`config.mk`:
```
export PLATFORM = sky130hd
export DESIGN_NAME = sync_length_checksum_deframer_top
export DESIGN_NICKNAME = d
export VERILOG_FILES = /design/src/hdl/sldf_pkg.sv /design/src/hdl/sldf_cfg_regs.sv /design/src/hdl/sldf_parser.sv /design/src/hdl/sldf_out_reg.sv /design/src/hdl/sync_length_checksum_deframer_top.sv
export SDC_FILE = /design/constraint.sdc
export NUM_CORES = 1
export LEC_CHECK = 0
export BUFFER_PORTS_ARGS = -buffer_cell sky130_fd_sc_hd__buf_2
export CORE_UTILIZATION = 26
export DETAILED_ROUTE_END_ITERATION = 16
export PLACE_DENSITY = 0.46
export RECOVER_POWER = 25
export REMOVE_ABC_BUFFERS = 1
export SLEW_MARGIN = 20
export SYNTH_ARGS = -nofsm -noshare
export SYNTH_HDL_FRONTEND = slang
export SYNTH_SLANG_ARGS = --single-unit
```
`constraint.sdc`:
```
create_clock -name aclk -period 7.55 [get_ports aclk]
set_input_delay 0.755 -clock aclk [delete_from_list [all_inputs] [get_ports aclk]]
set_output_delay 0.755 -clock aclk [all_outputs]
set_load 0.05 [all_outputs]
```
`src/hdl/sldf_pkg.sv`:
```
`timescale 1ns / 1ps
// ----------------------------------------------------------------------------
// sldf_pkg
// Shared types, codes and helpers for the sync/length/checksum deframer.
// ----------------------------------------------------------------------------
package sldf_pkg;

    // Configuration register indexes
    localparam int CFG_IDX_W = 1;
    localparam logic [CFG_IDX_W-1:0] CFG_SYNC_VALUE = 1'b0;
    localparam logic [CFG_IDX_W-1:0] CFG_MAX_LENGTH = 1'b1;
    localparam int CFG_DATA_W = 16;

    // Reset values of the configuration registers
    localparam logic [7:0]  SYNC_RESET    = 8'hA5;
    localparam logic [15:0] MAXLEN_RESET  = 16'hFFFF;

    // Smallest legal length: code byte plus checksum byte
    localparam logic [15:0] MIN_LENGTH    = 16'd2;

    // Known transaction codes
    localparam logic [7:0] CODE_STATUS    = 8'h50;
    localparam logic [7:0] CODE_VITALS    = 8'h75;
    localparam logic [7:0] CODE_PARAM_A   = 8'h57;
    localparam logic [7:0] CODE_PARAM_B   = 8'h77;

    typedef enum logic [2:0] {
        PH_HUNT    = 3'd0,
        PH_LEN_LO  = 3'd1,
        PH_LEN_HI  = 3'd2,
        PH_CODE    = 3'd3,
        PH_PAYLOAD = 3'd4,
        PH_CHECK   = 3'd5
    } phase_t;

    typedef enum logic [1:0] {
        KIND_PAYLOAD = 2'd0,
        KIND_END     = 2'd1,
        KIND_DISCARD = 2'd2
    } kind_t;

    typedef enum logic [1:0] {
        ST_OK     = 2'd0,
        ST_BADSUM = 2'd1,
        ST_BADLEN = 2'd2,
        ST_NOSYNC = 2'd3
    } status_t;

    typedef enum logic [1:0] {
        CLS_STATUS  = 2'd0,
        CLS_VITALS  = 2'd1,
        CLS_PARAM   = 2'd2,
        CLS_UNKNOWN = 2'd3
    } class_t;

    // Live configuration seen by the parser
    typedef struct packed {
        logic [7:0]  sync_value;
        logic [15:0] max_length;
    } cfg_t;

    // One result item
    typedef struct packed {
        kind_t       result_kind;
        logic [7:0]  frame_code;
        class_t      code_class;
        logic [7:0]  data_byte;
        logic [15:0] byte_index;
        logic        last;
        status_t     status;
    } result_t;

    // Map a transaction code to its class
    function automatic class_t class_of(input logic [7:0] code);
        class_t cls;
        case (code)
            CODE_STATUS:                cls = CLS_STATUS;
            CODE_VITALS:                cls = CLS_VITALS;
            CODE_PARAM_A, CODE_PARAM_B: cls = CLS_PARAM;
            default:                    cls = CLS_UNKNOWN;
        endcase
        return cls;
    endfunction

endpackage

```
`src/hdl/sldf_cfg_regs.sv`:
```
`timescale 1ns / 1ps
// ----------------------------------------------------------------------------
// sldf_cfg_regs
// Configuration register file: sync byte value and length limit.
// ----------------------------------------------------------------------------
module sldf_cfg_regs
    import sldf_pkg::*;
(
    input  logic                 aclk,
    input  logic                 aresetn,
    input  logic                 cfg_valid,
    output logic                 cfg_ready,
    input  logic [CFG_IDX_W-1:0] cfg_index,
    input  logic [CFG_DATA_W-1:0] cfg_data,
    output cfg_t                 cfg
);

    logic [7:0]  sync_value_reg;
    logic [15:0] max_length_reg;

    // Writes are always taken
    assign cfg_ready = 1'b1;

    // Register writes
    always_ff @(posedge aclk) begin
        if (!aresetn) begin
            sync_value_reg <= SYNC_RESET;
            max_length_reg <= MAXLEN_RESET;
        end else if (cfg_valid) begin
            case (cfg_index)
                CFG_SYNC_VALUE: sync_value_reg <= cfg_data[7:0];
                CFG_MAX_LENGTH: max_length_reg <= cfg_data[15:0];
                default: ;
            endcase
        end
    end

    assign cfg.sync_value = sync_value_reg;
    assign cfg.max_length = max_length_reg;

endmodule

```
`src/hdl/sldf_parser.sv`:
```
`timescale 1ns / 1ps
// ----------------------------------------------------------------------------
// sldf_parser
// Frame state machine: sync hunt, length, code, payload and checksum check.
// Produces at most one result per accepted byte.
// ----------------------------------------------------------------------------
module sldf_parser
    import sldf_pkg::*;
(
    input  logic       aclk,
    input  logic       aresetn,
    input  logic       in_fire,
    input  logic [7:0] rx_byte,
    input  cfg_t       cfg,
    output logic       res_valid,
    output result_t    res
);

    phase_t      phase_reg, phase_next;
    logic [15:0] frame_length_reg, frame_length_next;
    logic [15:0] bytes_left_reg, bytes_left_next;
    logic [15:0] payload_index_reg, payload_index_next;
    logic [7:0]  running_sum_reg, running_sum_next;
    logic [7:0]  current_code_reg, current_code_next;

    logic [15:0] len_full;
    logic [7:0]  sum_plus;
    logic [7:0]  res_code;

    // State registers, advance only on an accepted byte
    always_ff @(posedge aclk) begin
        if (!aresetn) begin
            phase_reg         <= PH_HUNT;
            frame_length_reg  <= '0;
            bytes_left_reg    <= '0;
            payload_index_reg <= '0;
            running_sum_reg   <= '0;
            current_code_reg  <= '0;
        end else if (in_fire) begin
            phase_reg         <= phase_next;
            frame_length_reg  <= frame_length_next;
            bytes_left_reg    <= bytes_left_next;
            payload_index_reg <= payload_index_next;
            running_sum_reg   <= running_sum_next;
            current_code_reg  <= current_code_next;
        end
    end

    assign len_full = {rx_byte, frame_length_reg[7:0]};
    assign sum_plus = running_sum_reg + rx_byte;

    // Next state and result
    always_comb begin
        phase_next         = phase_reg;
        frame_length_next  = frame_length_reg;
        bytes_left_next    = bytes_left_reg;
        payload_index_next = payload_index_reg;
        running_sum_next   = running_sum_reg;
        current_code_next  = current_code_reg;

        res_valid       = 1'b0;
        res_code        = 8'h00;
        res.result_kind = KIND_PAYLOAD;
        res.data_byte   = 8'h00;
        res.byte_index  = 16'h0000;
        res.last        = 1'b0;
        res.status      = ST_OK;

        case (phase_reg)
            PH_LEN_LO: begin
                frame_length_next = {8'h00, rx_byte};
                running_sum_next  = sum_plus;
                phase_next        = PH_LEN_HI;
            end
            PH_LEN_HI: begin
                frame_length_next = len_full;
                running_sum_next  = sum_plus;
                if (len_full < MIN_LENGTH || len_full > cfg.max_length) begin
                    // Length out of range: end frame now
                    phase_next      = PH_HUNT;
                    res_valid       = 1'b1;
                    res.result_kind = KIND_END;
                    res.last        = 1'b1;
                    res.status      = ST_BADLEN;
                end else begin
                    phase_next = PH_CODE;
                end
            end
            PH_CODE: begin
                current_code_next  = rx_byte;
                running_sum_next   = sum_plus;
                payload_index_next = '0;
                bytes_left_next    = frame_length_reg - MIN_LENGTH;
                phase_next = (frame_length_reg != MIN_LENGTH) ? PH_PAYLOAD : PH_CHECK;
            end
            PH_PAYLOAD: begin
                res_valid          = 1'b1;
                res_code           = current_code_reg;
                res.result_kind    = KIND_PAYLOAD;
                res.data_byte      = rx_byte;
                res.byte_index     = payload_index_reg;
                running_sum_next   = sum_plus;
                payload_index_next = payload_index_reg + 16'd1;
                bytes_left_next    = bytes_left_reg - 16'd1;
                if (bytes_left_reg == 16'd1) begin
                    phase_next = PH_CHECK;
                end
            end
            PH_CHECK: begin
                phase_next      = PH_HUNT;
                res_valid       = 1'b1;
                res_code        = current_code_reg;
                res.result_kind = KIND_END;
                res.last        = 1'b1;
                res.status      = (rx_byte == running_sum_reg) ? ST_OK : ST_BADSUM;
            end
            default: begin
                // Hunting for the sync byte
                phase_next = PH_HUNT;
                if (rx_byte == cfg.sync_value) begin
                    running_sum_next   = rx_byte;
                    current_code_next  = '0;
                    frame_length_next  = '0;
                    bytes_left_next    = '0;
                    payload_index_next = '0;
                    phase_next         = PH_LEN_LO;
                end else begin
                    res_valid       = 1'b1;
                    res.result_kind = KIND_DISCARD;
                    res.data_byte   = rx_byte;
                    res.status      = ST_NOSYNC;
                end
            end
        endcase

        res.frame_code = res_code;
        res.code_class = class_of(res_code);
    end

endmodule

```
`src/hdl/sldf_out_reg.sv`:
```
`timescale 1ns / 1ps
// ----------------------------------------------------------------------------
// sldf_out_reg
// Result register: holds one result until the sink takes it, and lets a
// new byte in whenever it is empty or being drained in the same cycle.
// ----------------------------------------------------------------------------
module sldf_out_reg
    import sldf_pkg::*;
(
    input  logic    aclk,
    input  logic    aresetn,
    input  logic    in_fire,
    input  logic    res_valid,
    input  result_t res,
    output logic    can_accept,
    output logic    m_valid,
    input  logic    m_ready,
    output result_t m_res
);

    logic    valid_reg, valid_next;
    result_t data_reg;

    // Room for a new result if empty or the held one leaves this cycle
    assign can_accept = !valid_reg || m_ready;

    always_comb begin
        valid_next = valid_reg;
        if (m_ready) begin
            valid_next = 1'b0;
        end
        if (in_fire && res_valid) begin
            valid_next = 1'b1;
        end
    end

    // Valid flag
    always_ff @(posedge aclk) begin
        if (!aresetn) begin
            valid_reg <= 1'b0;
        end else begin
            valid_reg <= valid_next;
        end
    end

    // Payload, no reset needed
    always_ff @(posedge aclk) begin
        if (in_fire && res_valid) begin
            data_reg <= res;
        end
    end

    assign m_valid = valid_reg;
    assign m_res   = data_reg;

endmodule

```
`src/hdl/sync_length_checksum_deframer_top.sv`:
```
`timescale 1ns / 1ps
// ----------------------------------------------------------------------------
// sync_length_checksum_deframer_top
// Serial frame deframer: sync byte, 16-bit little-endian length, code,
// payload and 8-bit additive checksum. Payload bytes are forwarded as they
// arrive; a frame-end result reports checksum or length status.
//
//   Channel  Direction  Handshake             Payload
//   s_       in         s_valid / s_ready     s_rx_byte
//   m_       out        m_valid / m_ready     kind, code, class, data, index,
//                                             last, status
//   cfg_     in         cfg_valid / cfg_ready cfg_index, cfg_data
//
// One received byte per cycle; a byte's result sits in the output register
// in the cycle after its transfer. Throughput is set by the single result
// register: s_ready is high when it is empty or drained in the same cycle.
// Reset (aresetn low, synchronous) returns to sync hunting with default
// configuration. A stall on m_ stalls s_ only while a result is held.
// ----------------------------------------------------------------------------
module sync_length_checksum_deframer_top
    import sldf_pkg::*;
(
    input  logic                  aclk,
    input  logic                  aresetn,

    input  logic                  s_valid,
    output logic                  s_ready,
    input  logic [7:0]            s_rx_byte,

    output logic                  m_valid,
    input  logic                  m_ready,
    output logic [1:0]            m_result_kind,
    output logic [7:0]            m_frame_code,
    output logic [1:0]            m_code_class,
    output logic [7:0]            m_data_byte,
    output logic [15:0]           m_byte_index,
    output logic                  m_last,
    output logic [1:0]            m_status,

    input  logic                  cfg_valid,
    output logic                  cfg_ready,
    input  logic [CFG_IDX_W-1:0]  cfg_index,
    input  logic [CFG_DATA_W-1:0] cfg_data
);

    cfg_t    cfg;
    logic    in_fire;
    logic    res_valid;
    result_t res;
    result_t m_res;

    assign in_fire = s_valid && s_ready;

    sldf_cfg_regs u_cfg (
        .aclk      (aclk),
        .aresetn   (aresetn),
        .cfg_valid (cfg_valid),
        .cfg_ready (cfg_ready),
        .cfg_index (cfg_index),
        .cfg_data  (cfg_data),
        .cfg       (cfg)
    );

    sldf_parser u_parser (
        .aclk      (aclk),
        .aresetn   (aresetn),
        .in_fire   (in_fire),
        .rx_byte   (s_rx_byte),
        .cfg       (cfg),
        .res_valid (res_valid),
        .res       (res)
    );

    sldf_out_reg u_out (
        .aclk       (aclk),
        .aresetn    (aresetn),
        .in_fire    (in_fire),
        .res_valid  (res_valid),
        .res        (res),
        .can_accept (s_ready),
        .m_valid    (m_valid),
        .m_ready    (m_ready),
        .m_res      (m_res)
    );

    assign m_result_kind = m_res.result_kind;
    assign m_frame_code  = m_res.frame_code;
    assign m_code_class  = m_res.code_class;
    assign m_data_byte   = m_res.data_byte;
    assign m_byte_index  = m_res.byte_index;
    assign m_last        = m_res.last;
    assign m_status      = m_res.status;

    // Frame-end marker only on frame-end results
    assert property (@(posedge aclk) disable iff (!aresetn)
        m_valid |-> (m_last == (m_result_kind == KIND_END)))
        else $error("last flag does not match result kind");

    // Payload results are clean and carry the class of their code
    assert property (@(posedge aclk) disable iff (!aresetn)
        (m_valid && m_result_kind == KIND_PAYLOAD) |->
            (m_status == ST_OK && m_code_class == class_of(m_frame_code)))
        else $error("payload result with bad status or class");

    // Discarded bytes carry no frame code
    assert property (@(posedge aclk) disable iff (!aresetn)
        (m_valid && m_result_kind == KIND_DISCARD) |->
            (m_status == ST_NOSYNC && m_frame_code == 8'h00 && m_byte_index == 16'h0000))
        else $error("discard result malformed");

    // A byte that yields a result with an empty register shows up next cycle
    assert property (@(posedge aclk) disable iff (!aresetn)
        (in_fire && res_valid) |=> m_valid)
        else $error("result lost in output register");

endmodule

```
==> impl_metrics.yaml <==
yosys:
  yosysSeqAreaShare: 0.443
  ys_ff_latch: 131
  synth.distinct_cells: 72
  ys.flop_type: "dfxtp_1"
  ys.warnings.count: 0
  synthesis.area_um2: 6810
  synth_area_per_cell_um2: 9.06
  synth_cells: 751
  post-synth-top-count-cell: "nand2_1"
  synthTopCellsByArea: "dfxtp_1 27%, edfxtp_1 17%, nand2_1 5.4%"
  yosysTopAreaCell: "dfxtp_1"
  synth.top_cell.area_share: 0.271
  netlist_top_cells_count: "98 x nand2_1, 92 x dfxtp_1, 50 x nor2_1"
  synthArstFlopShare: 0
  synth_edf_count: 39
detailed_routing:
  drt-initial-drc-count: 347
  drt.antenna.violating_nets: 0
  vias_per_cell: 4.93
  vias: 5655
  totalWireLength_mm: 19.0
  drc: 0
  wl_per_cell_um: 16.5
  dr.pass1.iters: 4
critical_path:
  cp_slowest_stage_delay_ps: 1970
  crit_chain: "buf_2, clkbuf_1, o21ai_2, a21oi_1"
  cp.required_ps: 7880
  crit_type: "input pin to register"
  rr_startpoint: "u_parser.phase_reg[1]"
  cp_max_fo: 56
  endpoint_kind: "register"
  crit_path_start: "aresetn"
  start_kind: "input pin"
  arrival_ps: 3870
  worst_path_max_delay_cell: "clkbuf_1"
sta:
  fmax_mhz: 283
  slew_headroom: -0.871
  fin_crit_ps: 3530
  timing.final.crit_share: 0.468
  maxSlewViolCount: 57
  fin_worst_skew_ps: 10.0
  setup_violations: 0
  worstMarginPinSlew_ps: 2810
  hold_viol_final: 0
  rsz0062_at_grt: "no"
  fin_tns_setup_ps: 0
clock_network:
  cts_resized: 0
  clk_latency_ps: 420
  hold_buffers: 0
  clkSlewWorstSetupHoldPaths_ps: 60
  cts_buffers: 17
  h-tree-depth: 4
  post_cts_buffers: 0
  cts_sinks: 131
  cts.path.max_buffers: 2
  tritoncts: "done"
  cts_root_buf: "clkbuf_16"
layout:
  layout.nets: 864
  drive_gt1_frac: 0.149
  n_antenna_cell: 0
  final_core_util: 0.317
  design_area_um2: 8060
  syn_to_final_growth_pct: 18.4
  largest_register_ffs: 39
floorplan:
  coreArea_um2: 25400
  dieArea_um2: 26800
  std_cell_rows: 58
  die_h_um: 164
  die_x_um: 164
  start_util: 0.268
  ioPinCount: 72
power:
  power.share.switching: 0.258
  ir_worst_vdd_mv: 0.129
  intPower_w: 0.00132
  p_leak_nw: 3.24
  combPwrFrac: 0.090
  clkPwrFrac: 0.486
  p_seq_frac: 0.423
  power_density_nw_per_um2: 221
  p_sw_w: 0.000460
placement:
  place_hpwl_mm: 13.5
  io_buffers: 70
  place_area_um2: 7450
  gp_congestion: 0.833
global_routing:
  grt_max_degree: 57
  grt.total_usage: 0.149
  antenna_found_initial: 0
  grt_pass1_vias: 5376
  grt_pass1_wl_mm: 30.3
  grt-ovfl-total: 0
run_status:
  violations: "max-capacitance violations, max-slew violations"
  status: "complete, but fails checks"
run:
  cap_violations: 1
hold_path:
  hp-class: "register to register"
  worst_hold_startpoint: "u_parser.bytes_left_reg[14]"
-- stage by stage --
stage / hold WS (ps) / instances / setup WS (ps) / total power (W)
after floorplan: 449 / 708 / 3290 / 0.000875
after global placement: 471 / 1116 / 4170 / 0.000931
after detailed placement: 476 / 1116 / 4130 / 0.000932
after CTS: 484 / 1148 / 4380 / 0.00180
after global routing: 512 / 1148 / 3680 / 0.00185
final: 478 / 1148 / 4020 / 0.00178
-- power by group through the flow --
stage	sequential, W	combinational [W]	clock (W)
after floorplan	0.000812	0.0000622	0
after global placement	0.000770	0.000161	0
after detailed placement	0.000770	0.000162	0
after CTS	0.000755	0.000162	0.000887
after global routing	0.000757	0.000176	0.000917
final	0.000755	0.000161	0.000867
-- final timing paths --
| kind | end | slack (ps) | depth (start not counted) |
|---|---|---|---|
| max | u_parser.payload_index_reg[1] | 4020 | 4 |
| min | u_parser.bytes_left_reg[14] | 480 | 2 |
| max reg2reg | u_out.m_res[12] | 4380 | 5 |
| min reg2reg | u_parser.bytes_left_reg[14] | 480 | 2 |
-- per-layer routing --
metal	vias up	wire, um	track usage
li1	2841	-	-
met1	2662	9820	0.216
met2	129	8000	0.215
met3	23	809	0.0318
met4	0	342	0.0539
met5	-	0	0
-- cell families after synthesis --
kind of cell / share of synthesized area
other cells: 0.000551
flops: 0.443
simple gates: 0.225
fa+ha+maj: 0.0544
compound gates: 0.164
mux: 0.0118
buf+inv: 0.0480
xor+xnor: 0.0530
-- critical path: cells and delay by family --
kind | cells | cell delay [ps]
compound gates | 2 | 1010
buf+inv | 2 | 2050
-- final cells by class --
cell class	instances	area [um^2]
Multi-Input combinational cell	542	3480
Tap cell	330	413
Sequential cell	131	3010
Inverter	35	131
Clock buffer	19	443
Timing Repair Buffer	78	400
Fill cell	2715	17300
Clock inverter	13	173
-- cell usage in the layout, fill, tap and decap left out, types with 7 or more instances in the layout --
cell type	instances
nor3_1	29
a21oi_1	42
ha_1	28
mux2i_1	8
o211ai_1	20
buf_4	7
nor2_1	50
a211oi_1	7
nor4_1	11
nand2_1	98
nand4_1	10
nand3_1	27
a22o_1	8
buf_2	65
and2_1	8
clkbuf_1	7
and3_1	28
o21ai_0	12
xor2_1	8
dfxtp_1	92
edfxtp_1	39
clkbuf_16	17
xnor2_1	22
o21ai_1	25
inv_1	35
(Power assumes the default switching activity.)
